**src/sv/b2b_pkg.sv**
```systemverilog
// ----------------------------------------------------------------------------
// b2b_pkg - shared types and constants for the BLAKE2b engine
// Word structs, IV, permutation schedule and the G function helpers.
// ----------------------------------------------------------------------------
package b2b_pkg;

   typedef struct packed {
      logic [63:0] msg_word;
      logic [3:0]  byte_count;
      logic        last_word;
   } req_type;

   typedef struct packed {
      logic [63:0] digest_word;
      logic [3:0]  digest_bytes;
      logic        last_out;
   } rsp_type;

   // queue entry between front and back
   typedef enum logic [1:0] {
      OP_DATA  = 2'd0,
      OP_LAST  = 2'd1,
      OP_FINAL = 2'd2
   } op_type;

   typedef struct packed {
      op_type      op;
      logic [63:0] word;
      logic [3:0]  nbytes;
   } cmd_type;

   localparam logic [63:0] PARAM_BASE = 64'h0000_0000_0101_0000;

   function automatic logic [63:0] iv_word(input logic [2:0] i);
      logic [63:0] r;
      case (i)
         3'd0: r = 64'h6A09E667F3BCC908;
         3'd1: r = 64'hBB67AE8584CAA73B;
         3'd2: r = 64'h3C6EF372FE94F82B;
         3'd3: r = 64'hA54FF53A5F1D36F1;
         3'd4: r = 64'h510E527FADE682D1;
         3'd5: r = 64'h9B05688C2B3E6C1F;
         3'd6: r = 64'h1F83D9ABFB41BD6B;
         default: r = 64'h5BE0CD19137E2179;
      endcase
      return r;
   endfunction

   // sigma row packed as 16 nibbles, entry 0 in the low nibble
   function automatic logic [63:0] sigma_row(input logic [3:0] r);
      logic [63:0] s;
      case (r)
         4'd0: s = 64'hFEDCBA9876543210;
         4'd1: s = 64'h357B20C16DF984AE;
         4'd2: s = 64'h491763EADF250C8B;
         4'd3: s = 64'h8F04A562EBCD1397;
         4'd4: s = 64'hD386CB1EFA427509;
         4'd5: s = 64'h91EF57D438B0A6C2;
         4'd6: s = 64'hB8293670A4DEF15C;
         4'd7: s = 64'hA2684F05931CE7BD;
         4'd8: s = 64'h5A417D2C803B9EF6;
         default: s = 64'h0DC3E9BF5167482A;
      endcase
      // note: rows written high nibble first, see nibble helper
      return s;
   endfunction

   function automatic logic [3:0] sigma(input logic [3:0] r, input logic [3:0] k);
      logic [63:0] s;
      s = sigma_row(r);
      return s[k*4 +: 4];
   endfunction

   function automatic logic [63:0] rotr(input logic [63:0] x, input int n);
      return (x >> n) | (x << (64 - n));
   endfunction

   typedef struct packed {
      logic [63:0] a, b, c, d;
   } quad_type;

   // half of G: one add/xor/rotate pass
   function automatic quad_type g_half(input quad_type q, input logic [63:0] m,
                                       input logic second);
      quad_type o;
      o   = q;
      o.a = o.a + o.b + m;
      o.d = second ? rotr(o.d ^ o.a, 16) : rotr(o.d ^ o.a, 32);
      o.c = o.c + o.d;
      o.b = second ? rotr(o.b ^ o.c, 63) : rotr(o.b ^ o.c, 24);
      return o;
   endfunction

endpackage

```
**src/sv/b2b_front.sv**
```systemverilog
// ----------------------------------------------------------------------------
// b2b_front - input word classifier
// Clamps byte counts, masks partial words and tags each word for the core.
// ----------------------------------------------------------------------------
module b2b_front (
   input  logic              clock,
   input  logic              reset,
   input  logic              req_valid,
   output logic              req_stall,
   input  b2b_pkg::req_type  req_data,
   output logic              cmd_valid,
   input  logic              cmd_ready,
   output b2b_pkg::cmd_type  cmd_data
);
   import b2b_pkg::*;

   localparam int DEPTH = 2;

   cmd_type    q_ff [DEPTH];
   logic [1:0] cnt_ff, cnt_in;
   logic       rd_ff, wr_ff;
   logic       push, pop;
   cmd_type    c;
   logic [3:0] bc;

   assign req_stall = (cnt_ff == 2'(DEPTH));
   assign push      = req_valid && !req_stall;
   assign cmd_valid = (cnt_ff != 2'd0);
   assign pop       = cmd_valid && cmd_ready;
   assign cmd_data  = q_ff[rd_ff];

   always_comb begin
      bc = (req_data.byte_count > 4'd8) ? 4'd8 : req_data.byte_count;
      c.word = req_data.msg_word;
      if (!req_data.last_word) begin
         c.op     = OP_DATA;
         c.nbytes = 4'd8;
      end else begin
         c.op     = OP_LAST;
         c.nbytes = bc;
         if (bc < 4'd8) c.word = req_data.msg_word & ((64'd1 << {bc, 3'b000}) - 64'd1);
      end
      cnt_in = cnt_ff + {1'b0, push} - {1'b0, pop};
   end

   always_ff @(posedge clock) begin
      if (push) q_ff[wr_ff] <= c;
      if (reset) begin
         cnt_ff <= '0;
         rd_ff  <= 1'b0;
         wr_ff  <= 1'b0;
      end else begin
         cnt_ff <= cnt_in;
         if (push) wr_ff <= !wr_ff;
         if (pop)  rd_ff <= !rd_ff;
      end
   end

   assert property (@(posedge clock) disable iff (reset) cnt_ff <= 2'(DEPTH))
      else $error("queue overflow");
   assert property (@(posedge clock) disable iff (reset)
      (cnt_ff == 2'd0) |-> !pop) else $error("pop from empty queue");
   assert property (@(posedge clock) disable iff (reset)
      push && !pop |=> cnt_ff == $past(cnt_ff) + 2'd1) else $error("count slip");

endmodule

```
**config.mk**
```make
export PLATFORM = sky130hd
export DESIGN_NAME = b2b_front
export DESIGN_NICKNAME = d
export VERILOG_FILES = /design/src/sv/b2b_pkg.sv /design/src/sv/b2b_front.sv
export SDC_FILE = /design/constraint.sdc
export NUM_CORES = 1
export LEC_CHECK = 0
export BUFFER_PORTS_ARGS = -buffer_cell sky130_fd_sc_hd__buf_2
export CORE_UTILIZATION = 53
export DETAILED_ROUTE_END_ITERATION = 7
export PLACE_DENSITY = 0.82
export SYNTH_ARGS = -nofsm -noshare
export SYNTH_HDL_FRONTEND = slang
export SYNTH_SLANG_ARGS = --single-unit
```
**constraint.sdc**
```tcl
create_clock -name clock -period 3.5 [get_ports clock]
set_clock_uncertainty 0.05 [all_clocks]
set_input_delay 0.175 -clock clock [delete_from_list [all_inputs] [get_ports clock]]
set_output_delay 0.175 -clock clock [all_outputs]
set_load 0.02 [all_outputs]
```
== Word level (Yosys, flattened, before mapping) ==
Memories as Yosys holds them, arrays and structs flattened. A register that Yosys moved wholly into a read port is not among the register bits.
Cells that the tools add are included.

* Reduce and logical (&&, ||, !) cells: 6
* Add/sub/neg operators: 3
* Equal/unequal tests: 1
* Bitwise logic cells: 1
* Order comparisons: 2
* Shift operators: 1
* Muxes and demuxes: 9

{| class="wikitable"
|+ Operators by type and width
! operator !! count
|-
| $mux W64 || 2
|-
| $and A64 B64 Y64 || 1
|-
| $shl A1 B7 Y64 const A || 1
|-
| $sub A64 B1 Y64 const B || 1
|-
| $mux W4 || 2
|-
| $mux W1 || 5
|-
| $gt A4 B4 Y1 const B || 1
|-
| $lt A4 B4 Y1 const B || 1
|-
| $logic_not A1 Y1 || 3
|-
| $add A2 B1 Y2 || 1
|-
| $eq A2 B2 Y1 const B || 1
|-
| $logic_and A1 B1 Y1 || 2
|-
| $reduce_bool A2 Y1 || 1
|-
| $sub A2 B1 Y2 || 1
|}

* Memories kept: 1
* Logic and storage cells: 27
* Bits in registers: 4
* Output and inout port bits: 72
* Bits in writable memories: 138

{| class="wikitable"
|+ Memory list
! memory !! words !! bits a word !! rd ports !! clocked after Yosys merged registers in !! wr ports !! RTL line !! RTL
|-
| q_ff || 2 || 69 || 1 || 1 || 1 || b2b_front.sv:19 || <nowiki>cmd_type q_ff [DEPTH];</nowiki>
|}

== Depth between registers and ports, before layout ==
Gate-level depths: netlist (run 1).

* Depth after elaboration: 7
* Mapped depth: 8

== Least setup slack after synthesis (run 1) ==
Ideal clock, no wire load.

* Path type: register to register
* Start point: register cnt_ff[0]
* End point: memory q_ff[0][0] (netlist name), enable pin
* Required time: 3027 ps
* Cell stages (with the launch flop): 5
* Arrival: 2272 ps
* Path slack: 755 ps
* Cells stage by stage: dfxtp_1 -> nand2b_2 -> inv_1 -> or3_1 -> inv_1

* Word-level cells in the longest chain between the ends: 5

{| class="wikitable"
|+ Ends and longest elaborated chain
! what !! RTL line !! RTL
|-
| start, declared || b2b_front.sv:20 || <nowiki>logic [1:0] cnt_ff, cnt_in;</nowiki>
|-
| start signal, assigned || b2b_front.sv:53 || <nowiki>cnt_ff <= cnt_in;</nowiki>
|-
| $eq A2 B2 Y1 || b2b_front.sv:26 || <nowiki>assign req_stall = (cnt_ff == 2'(DEPTH));</nowiki>
|-
| net req_stall || b2b_front.sv:9 || <nowiki>output logic req_stall,</nowiki>
|-
| $logic_not A1 Y1 || b2b_front.sv:27 || <nowiki>assign push = req_valid && !req_stall;</nowiki>
|-
| $logic_and A1 B1 Y1 || b2b_front.sv:27 ||
|-
| $mux W1 || b2b_front.sv:47 || <nowiki>if (push) q_ff[wr_ff] <= c;</nowiki>
|-
| $mux W1 (not written as such) || b2b_front.sv:47 ||
|-
| end, declared || b2b_front.sv:19 ||
|}

The timed path passes the listed nets, and every way through them passes these cells.

==> results of run 1 <==
[registers in the layout, indices dropped and copies added, names as in the netlist, named ones only]
name    flops
rd_ff       1
q_ff      138
wr_ff       1
cnt_ff      2
[stage by stage]
| step | hold slack, ns | cells | utilization | worst slack (ns) |
|---|---|---|---|---|
| after floorplan | 0.194 | 341 | - | 0.755 |
| after global placement | 0.337 | 611 | 0.620 | 1.55 |
| after detailed placement | 0.354 | 611 | 0.620 | 1.50 |
| after CTS | 0.00274 | 709 | 0.737 | 1.10 |
| after global routing | 0.0539 | 709 | 0.737 | 1.02 |
| final | 0.0225 | 709 | 0.737 | 1.15 |
[final timing paths]
kind	to	slack [ns]
max reg2reg	q_ff[0][0]	1.51
min	wr_ff	0.02
max	cmd_data[44]	1.15
min reg2reg	wr_ff	0.46
[cells by family after synthesis]
| family | count (synthesis) |
|---|---|
| other | 1 |
| adders and majority gates | 3 |
| and+or+nand+nor | 91 |
| AOI/OAI and AO/OA | 10 |
| muxes | 69 |
| xor gates and xnor gates | 5 |
| buffers and inverters | 19 |
| DFF | 143 |
[power by group through the flow]
stage | combinational, mW | clock (mW) | sequential [mW]
2_1_floorplan | 1.15 | 0 | 2.29
3_3_place_gp | 1.43 | 0 | 2.41
3_5_place_dp | 1.46 | 0 | 2.43
4_1_cts | 1.52 | 1.86 | 2.39
5_1_grt | 1.61 | 1.91 | 2.43
6_report | 1.51 | 1.83 | 2.39
[routing by layer]
metal / GRT usage / wire length [um] / up-vias
met5: 0 / 0 / -
met4: 0.0822 / 133 / 0
met1: 0.251 / 4790 / 1699
met3: 0.0630 / 564 / 11
met2: 0.367 / 6050 / 108
li1: - / - / 1684
[layout make-up]
type | count | area [um^2] | share of cell area
Clock buffer | 17 | 414 | 0.0518
Clock inverter | 15 | 195 | 0.0244
Inverter | 5 | 20.0 | 0.00251
Multi-Input combinational cell | 179 | 1540 | 0.193
Sequential cell | 143 | 4250 | 0.532
Tap cell | 140 | 175 | 0.0219
Timing Repair Buffer | 210 | 1400 | 0.175
[Yosys cell counts]
master and instances:
sky130_fd_sc_hd__edfxtp_1 138, sky130_fd_sc_hd__mux2_2 59, sky130_fd_sc_hd__and2_1 41, sky130_fd_sc_hd__nor2b_1 17, sky130_fd_sc_hd__mux2_4 10, sky130_fd_sc_hd__nor2_1 7
sky130_fd_sc_hd__and2b_1 6, sky130_fd_sc_hd__buf_2 6, sky130_fd_sc_hd__nand2_1 6, sky130_fd_sc_hd__buf_6 5, sky130_fd_sc_hd__dfxtp_1 5, sky130_fd_sc_hd__inv_1 5
sky130_fd_sc_hd__xnor2_1 4, sky130_fd_sc_hd__buf_4 3, sky130_fd_sc_hd__ha_1 3, sky130_fd_sc_hd__o21ai_0 3, sky130_fd_sc_hd__a21boi_0 2, sky130_fd_sc_hd__a21oi_1 2
sky130_fd_sc_hd__nand3_1 2, sky130_fd_sc_hd__nor3b_2 2, sky130_fd_sc_hd__a21boi_1 1, sky130_fd_sc_hd__a21oi_2 1, sky130_fd_sc_hd__and2_4 1, sky130_fd_sc_hd__and3_1 1
sky130_fd_sc_hd__conb_1 1, sky130_fd_sc_hd__nand2_4 1, sky130_fd_sc_hd__nand2b_2 1, sky130_fd_sc_hd__nand3b_1 1, sky130_fd_sc_hd__nor2_2 1, sky130_fd_sc_hd__nor2b_4 1
sky130_fd_sc_hd__nor3_1 1, sky130_fd_sc_hd__o21a_1 1, sky130_fd_sc_hd__or2_2 1, sky130_fd_sc_hd__or3_1 1, sky130_fd_sc_hd__xor2_1 1
[worst reg2reg max path, delay by kind of cell, from the launching register on]
kind	cells	cell delay [ns]
buffers and inverters	3	0.73
and+or+nand+nor	2	0.50
DFF	1	0.36
==> flow_summary.ini, run 1 <==
[synthesis]
largest_family_of_logic_cells_by_synthesized_area = multiplexers
synth_seq_cells = 143
synth_top_area_share = 0.702
post_synth_fa_ha_maj_area_fraction = 0.00635
mappedNetlistArea_um2 = 5910
synth_xor_area_frac = 0.00741
synth_simple_gate_area_frac = 0.0968
netlist_top_cells_area = sky130_fd_sc_hd__edfxtp_1, sky130_fd_sc_hd__mux2_2, sky130_fd_sc_hd__and2_1
synth_warnings = 0
muxShareOfSynthArea = 0.138
postSynthAreaPerCell_um2 = 17.3
synth.distinct_cells = 35
synth_fp_nets = 417
share_of_the_synthesized_area_in_compound_gates_ao_oa_aoi_oai = 0.0108
ys_seq_area_frac = 0.718
post_synth_inst_count = 341
cell_type_contributing_the_most_total_cell_area_after_synthesis = sky130_fd_sc_hd__edfxtp_1

[global_routing]
global_route.usage.total = 0.213
globalRouteOverflowTotal = 0
grt_pass1_vias = 3720
grt_antenna_before_repair = 0
grt_pass1_wl_um = 18000
grt_max_degree = 70

[final_layout]
mostFrequentLayoutCell = sky130_fd_sc_hd__buf_2
antenna_cells = 0
area_delta_synth_final_pct = 35.2
layout.filler_cells = 664
final_design_area_no_fill_um2 = 7990
layout.nets = 632
ratio_of_cells_with_drive_above_1_in_the_final_layout = 0.452
final_cell_mix = sky130_fd_sc_hd__buf_2, sky130_fd_sc_hd__edfxtp_1, sky130_fd_sc_hd__dlygate4sd3_1

[detailed_routing]
first_pass_iters = 4
post_drt_via_cell_ratio = 4.94
routed_wl_um = 11500
drt_iter0_markers = 137
drcViolationCount = 0
drtAntennaViolNets = 0
wl_per_cell_um = 16.3
num_vias = 3502

[worst_setup_path]
worst_r2r_path_depth = 5
crit_required_ns = 3.27
cp-start-kind = flip-flop
worst_setup_path_end_kind = primary output
path_class = flip-flop to primary output
max_stage_delay_ns = 0.96
worstPathCellList = mux2_2, buf_2
cp.buffers_inverters = 1
critPathMaxFanout = 69
critical-path-slowest-cell = sky130_fd_sc_hd__dfxtp_4
cp_top_family = flip-flops
critical_path_cell_count = 2
worst_ep_arrival_time_ns = 2.13
reg2reg_from = cnt_ff[0]

[sta]
setup_repair_after_global_routing_missed_its_margin = false
post-route-period-util = 0.673
final.setup.tns_ns = 0
timing_worst_slew_pin_value_ns = 0.976
maxSlewHeadroom = 0.349
setup_viol = 0
maxClockFrequency_mhz = 425
min_period_ns = 2.35
maxSlewViolCount = 0
final_hold_viol_count = 0

[clock_network]
number_of_sinks_on_the_clock_net = 143
tritoncts_clock_tree = built
cts.hold.buffers_added = 66
htree_levels = 4
cts_inserted_buffers = 17
cts_repair_resized_insts = 0
clock_tree.buffer_depth = 2
path_clk_slew_ns = 0.06
clk-insertion-delay-late_ns = 0.51
clock-root-buffer = sky130_fd_sc_hd__clkbuf_8
cts.repair_timing.setup_buffer_count = 0

[floorplanning]
die-area_um2 = 11600
initial_utilization = 0.545
floorplan.io_pins = 145
die_height_um = 108
core_region_area_um2 = 10800
die_width_um = 108
core.rowCount = 38

[power_and_ir_drop]
p_int_mw = 4.04
pwr-share-clk = 0.319
power_density_nw_per_um2 = 717
switchingPower_mw = 1.69
power_mw = 5.73
vdd_ir_max_uv = 541
sw_frac_of_total = 0.295
leakage_nw = 3.11
power.sequential.fraction = 0.417
power.share.combinational = 0.264

[worst_hold_path]
worstHoldPathType = input port to flip-flop
min_from = req_valid
hold_depth = 4

[placement]
dpl.hpwl_um = 6850
finalWeightedCongestion = 0.716
placement.io_buffers = 143
postPlaceCellArea_um2 = 6720

[job]
drv_cap = 0

[outcome]
run_status = finished, final reports clean
(Power assumes the default switching activity.)
==> inputs of run 2 (changes only) <==
Clock period 3.5 ns to 2.4 ns, I/O delays scaled along.
==> flow_summary.ini, run 2 (synthesis gave the netlist of run 1 again) <==
[outcome]
run_status = finished, final reports clean

[final_layout]
final_cell_mix = sky130_fd_sc_hd__buf_2, sky130_fd_sc_hd__edfxtp_1, sky130_fd_sc_hd__dlygate4sd3_1
largest_register = q_ff
largest_registers = q_ff: 138 flops, cnt_ff: 2 flops
area_delta_synth_final_pct = 37.2
multiInputGateArea_um2 = 1540
layout.nets = 639
mostFrequentLayoutCell = sky130_fd_sc_hd__buf_2
seqCellArea_um2 = 4250
antenna_cells = 0
final_core_utilization = 0.748
layout.filler_cells = 698
ratio_of_cells_with_drive_above_1_in_the_final_layout = 0.453
largest_register_ffs = 138

[floorplanning]
core_region_area_um2 = 10800
floorplan.io_pins = 145
die_height_um = 108
core.rowCount = 38
die_width_um = 108
die-area_um2 = 11600
initial_utilization = 0.545

[clock_network]
cts_inserted_buffers = 17
path_clk_slew_ns = 0.06
cts.repair_timing.setup_buffer_count = 0
tritoncts_clock_tree = built
clock-root-buffer = sky130_fd_sc_hd__clkbuf_8
number_of_sinks_on_the_clock_net = 143
clk-insertion-delay-late_ns = 0.51
clock_tree.buffer_depth = 2
htree_levels = 4

[worst_setup_path]
crit_required_ns = 2.23
path_class = flip-flop to primary output
cp-start-kind = flip-flop
worst_setup_path_end_kind = primary output
worst_ep_arrival_time_ns = 1.94
critPathMaxFanout = 27

[detailed_routing]
drtAntennaViolNets = 0
num_vias = 3559
drcViolationCount = 0
drt_iter0_markers = 163
routed_wl_um = 11400
wl_per_cell_um = 15.9
post_drt_via_cell_ratio = 4.97
first_pass_iters = 4

[sta]
maxClockFrequency_mhz = 473
min_period_ns = 2.11
setup_repair_after_global_routing_missed_its_margin = false
final.setup.tns_ns = 0
setup_ws_ns = 0.286
maxSlewViolCount = 0
setup_viol = 0
post-route-period-util = 0.881
final_hold_viol_count = 0

[worst_hold_path]
worstHoldPathType = input port to flip-flop

[global_routing]
globalRouteOverflowTotal = 0
grt_max_degree = 70
global_route.usage.total = 0.207
grt_pass1_vias = 3681
grt_antenna_before_repair = 0
grt_pass1_wl_um = 17400

[power_and_ir_drop]
vdd_ir_max_uv = 953
power_density_nw_per_um2 = 1050
leakage_nw = 3.14

[placement]
place_worst_setup_slack_ns = 0.594
placement.io_buffers = 143
finalWeightedCongestion = 0.710
dpl.hpwl_um = 7000

[job]
drv_cap = 0
-- run 2: worst max-delay path, stage by stage (launching register included) --
cell	delay, ns
sky130_fd_sc_hd__dfxtp_4	0.63
sky130_fd_sc_hd__buf_12	0.24
sky130_fd_sc_hd__mux2_2	0.37
sky130_fd_sc_hd__buf_2	0.16
-- run 2: path summary, 6_finish.rpt --
kind / start / to / slack, ns / cells after the start
setup / recovery: flip-flop / cmd_data[49] / 0.29 / 3
setup reg to reg: cnt_ff[0] / q_ff[0][44] / 0.57 / 5
hold reg to reg: rd_ff / rd_ff / 0.49 / 2
hold / removal: req_data[2] / q_ff[1][1] / 0.03 / 2
-- run 2: per-layer routing --
layer	global-route usage	wire [um]	vias up	part of all wire
li1	-	-	1703	-
met1	0.240	4570	1728	0.40
met2	0.361	6110	115	0.54
met3	0.0642	606	13	0.053
met4	0.0734	116	0	0.010
met5	0	0	-	0
-- run 2: report_power, final --
group          switching (mW)  internal, mW  leakage (nW)
clock network            1.01          1.70         0.288
registers               0.181          3.21          1.34
logic                    1.32          1.06          1.51
-- run 2: final cells by class --
type                            instances  share of cell area
Timing Repair Buffer                  217               0.184
Multi-Input combinational cell        179               0.190
Sequential cell                       143               0.524
Inverter                                5             0.00278
Clock buffer                           17              0.0511
Tap cell                              140              0.0216
Clock inverter                         15              0.0259
-- run 2: through the flow --
step	hold slack (ns)	cell area, um^2	total power [mW]	cells
global route	0.0236	8100	8.83	716
global placement	0.285	6790	5.66	615
finish	0.0286	8100	8.48	716
detailed placement	0.294	6790	5.73	615
floorplan	0.139	5910	5.01	341
CTS	0.000973	8100	8.56	716
-- run 2: what timing repair did --
item / in CTS / in global routing
setup endpoints to repair: 0 / 0
hold buffers: 69 / 0
endpoints found under the hold margin: 137 / 0
resized for setup: 0 / 0
==> inputs of run 3 (changes only) <==
Settings changed: CORE_UTILIZATION 53 to 55, CTS_BUF_LIST from default to sky130_fd_sc_hd__clkbuf_8, PLACE_DENSITY 0.82 to 0.85.
==> flow_summary.ini, run 3 (synthesis gave the netlist of run 1 again) <==
[outcome]
run_status = finished, final reports clean

[sta]
maxClockFrequency_mhz = 490
timing_worst_slew_pin_value_ns = 0.535
final.setup.tns_ns = 0
post-route-period-util = 0.851
setup_viol = 0
maxSlewViolCount = 0
worst_hold_slack_after_final_layout_ns = 0.0217
final_hold_viol_count = 0
maxSlewHeadroom = 0.642
setup_ws_ns = 0.358
setup_repair_after_global_routing_missed_its_margin = false
min_period_ns = 2.04

[global_routing]
grt_pass1_vias = 3776
grt_max_degree = 35
grt_pass1_wl_um = 18600
grt_antenna_before_repair = 0
globalRouteOverflowTotal = 0
global_route.usage.total = 0.223

[detailed_routing]
post_drt_via_cell_ratio = 5.04
wl_per_cell_um = 16.9
drcViolationCount = 0
drtAntennaViolNets = 0
first_pass_iters = 4
routed_wl_um = 11900
num_vias = 3545
drt_iter0_markers = 157

[floorplanning]
initial_utilization = 0.570
die_width_um = 106
core_region_area_um2 = 10400
die_height_um = 106
core.rowCount = 37
die-area_um2 = 11200
floorplan.io_pins = 145

[final_layout]
largest_registers = q_ff: 138 flops, cnt_ff: 2 flops
layout.filler_cells = 629
final_cell_mix = sky130_fd_sc_hd__buf_2, sky130_fd_sc_hd__edfxtp_1, sky130_fd_sc_hd__mux2_2, sky130_fd_sc_hd__dlygate4sd3_1, sky130_fd_sc_hd__and2_1
final-instance-count-excl-fill = 704
area_delta_synth_final_pct = 33.3
largest_register = q_ff
mostFrequentLayoutCell = sky130_fd_sc_hd__buf_2
multiInputGateArea_um2 = 1540
layout.nets = 633
seqCellArea_um2 = 4250
antenna_cells = 0
final_design_area_no_fill_um2 = 7870
largest_register_ffs = 138
ratio_of_cells_with_drive_above_1_in_the_final_layout = 0.458

[clock_network]
clk-insertion-delay-late_ns = 0.42
cts.repair_timing.setup_buffer_count = 0
cts_inserted_buffers = 17
clock-root-buffer = sky130_fd_sc_hd__clkbuf_8
number_of_sinks_on_the_clock_net = 143
tritoncts_clock_tree = built
path_clk_slew_ns = 0.07
htree_levels = 4
clock_tree.buffer_depth = 2

[power_and_ir_drop]
power_density_nw_per_um2 = 1010
leakage_nw = 3.05
vdd_ir_max_uv = 688

[worst_setup_path]
crit_required_ns = 2.23
path_class = flip-flop to primary output
worst_setup_path_end_kind = primary output
regToRegEndpoint = q_ff[0][28]
critPathMaxFanout = 34
worst_setup_slack_for_register_to_register_paths_ns = 0.46
cp-start-kind = flip-flop
reg2reg_from = cnt_ff[0]
worst_r2r_path_depth = 5
worst_ep_arrival_time_ns = 1.87
last_element_of_the_critical_path = cmd_data[37]

[worst_hold_path]
worstHoldPathType = input port to flip-flop
min_from = req_data[47]

[job]
drv_cap = 0

[placement]
postPlaceCellArea_um2 = 6830
placed_cells = 615
finalWeightedCongestion = 0.738
place_worst_setup_slack_ns = 0.456
placement.io_buffers = 143
dpl.hpwl_um = 7370
run 3: changes by cell type in the layout (fill, tap and decap cells not counted):
cell,delta
sky130_fd_sc_hd__buf_12,+1
sky130_fd_sc_hd__buf_4,+3
sky130_fd_sc_hd__bufinv_16,+2
sky130_fd_sc_hd__clkbuf_16,-16
sky130_fd_sc_hd__clkbuf_8,+16
sky130_fd_sc_hd__clkinv_1,+3
sky130_fd_sc_hd__clkinv_2,+1
sky130_fd_sc_hd__clkinv_4,-1
sky130_fd_sc_hd__clkinvlp_4,-3
sky130_fd_sc_hd__dlygate4sd3_1,-10
sky130_fd_sc_hd__inv_6,-4
run 3: stage by stage:
stage / utilization / total power [mW]
2_1_floorplan: - / 5.01
3_3_place_gp: 0.658 / 5.70
3_5_place_dp: 0.658 / 5.77
4_1_cts: 0.759 / 8.00
5_1_grt: 0.759 / 8.28
6_report: 0.759 / 7.96
run 3: layer usage:
layer | track usage | vias up | share of wire
met2 | 0.388 | 121 | 0.52
met1 | 0.271 | 1729 | 0.42
met3 | 0.0736 | 8 | 0.057
li1 | - | 1687 | -
met5 | 0 | - | 0
met4 | 0.0526 | 0 | 0.0073
run 3: final cells by class:
cell class | instances | area share
inverters | 5 | 0.00286
clock buffers | 17 | 0.0297
multi-input cells | 179 | 0.196
repair buffers | 211 | 0.182
clock inverters | 13 | 0.0280
flip-flops and latches | 143 | 0.540
well taps | 136 | 0.0216
run 3: worst min path at each step:
stage,endpoint,slack (ns),cells after the start
after detailed placement,flip-flop,0.30,2
after global placement,q_ff[1][68],0.30,1
after global routing,q_ff[0][12],0.008,2
after CTS,q_ff[0][34],0.009,2
after floorplan,wr_ff,0.14,1
final,q_ff[0][46],0.02,2
run 3: critical path, stage by stage, from the launching register on:
cell and delay (ns):
sky130_fd_sc_hd__dfxtp_4 0.67, sky130_fd_sc_hd__buf_12 0.24, sky130_fd_sc_hd__mux2_2 0.35, sky130_fd_sc_hd__buf_2 0.16
run 3: timing repair:
item | in CTS | in global routing
endpoints found under the hold margin | 121 | 0
resized for setup | 0 | 0
hold buffers | 59 | 0
run 3: where the power goes:
part / internal (mW) / switching, mW / leakage (nW)
Sequential: 3.20 / 0.189 / 1.34
Clock: 1.32 / 0.841 / 0.220
Combinational: 1.07 / 1.33 / 1.49
Total: 5.60 / 2.36 / 3.05
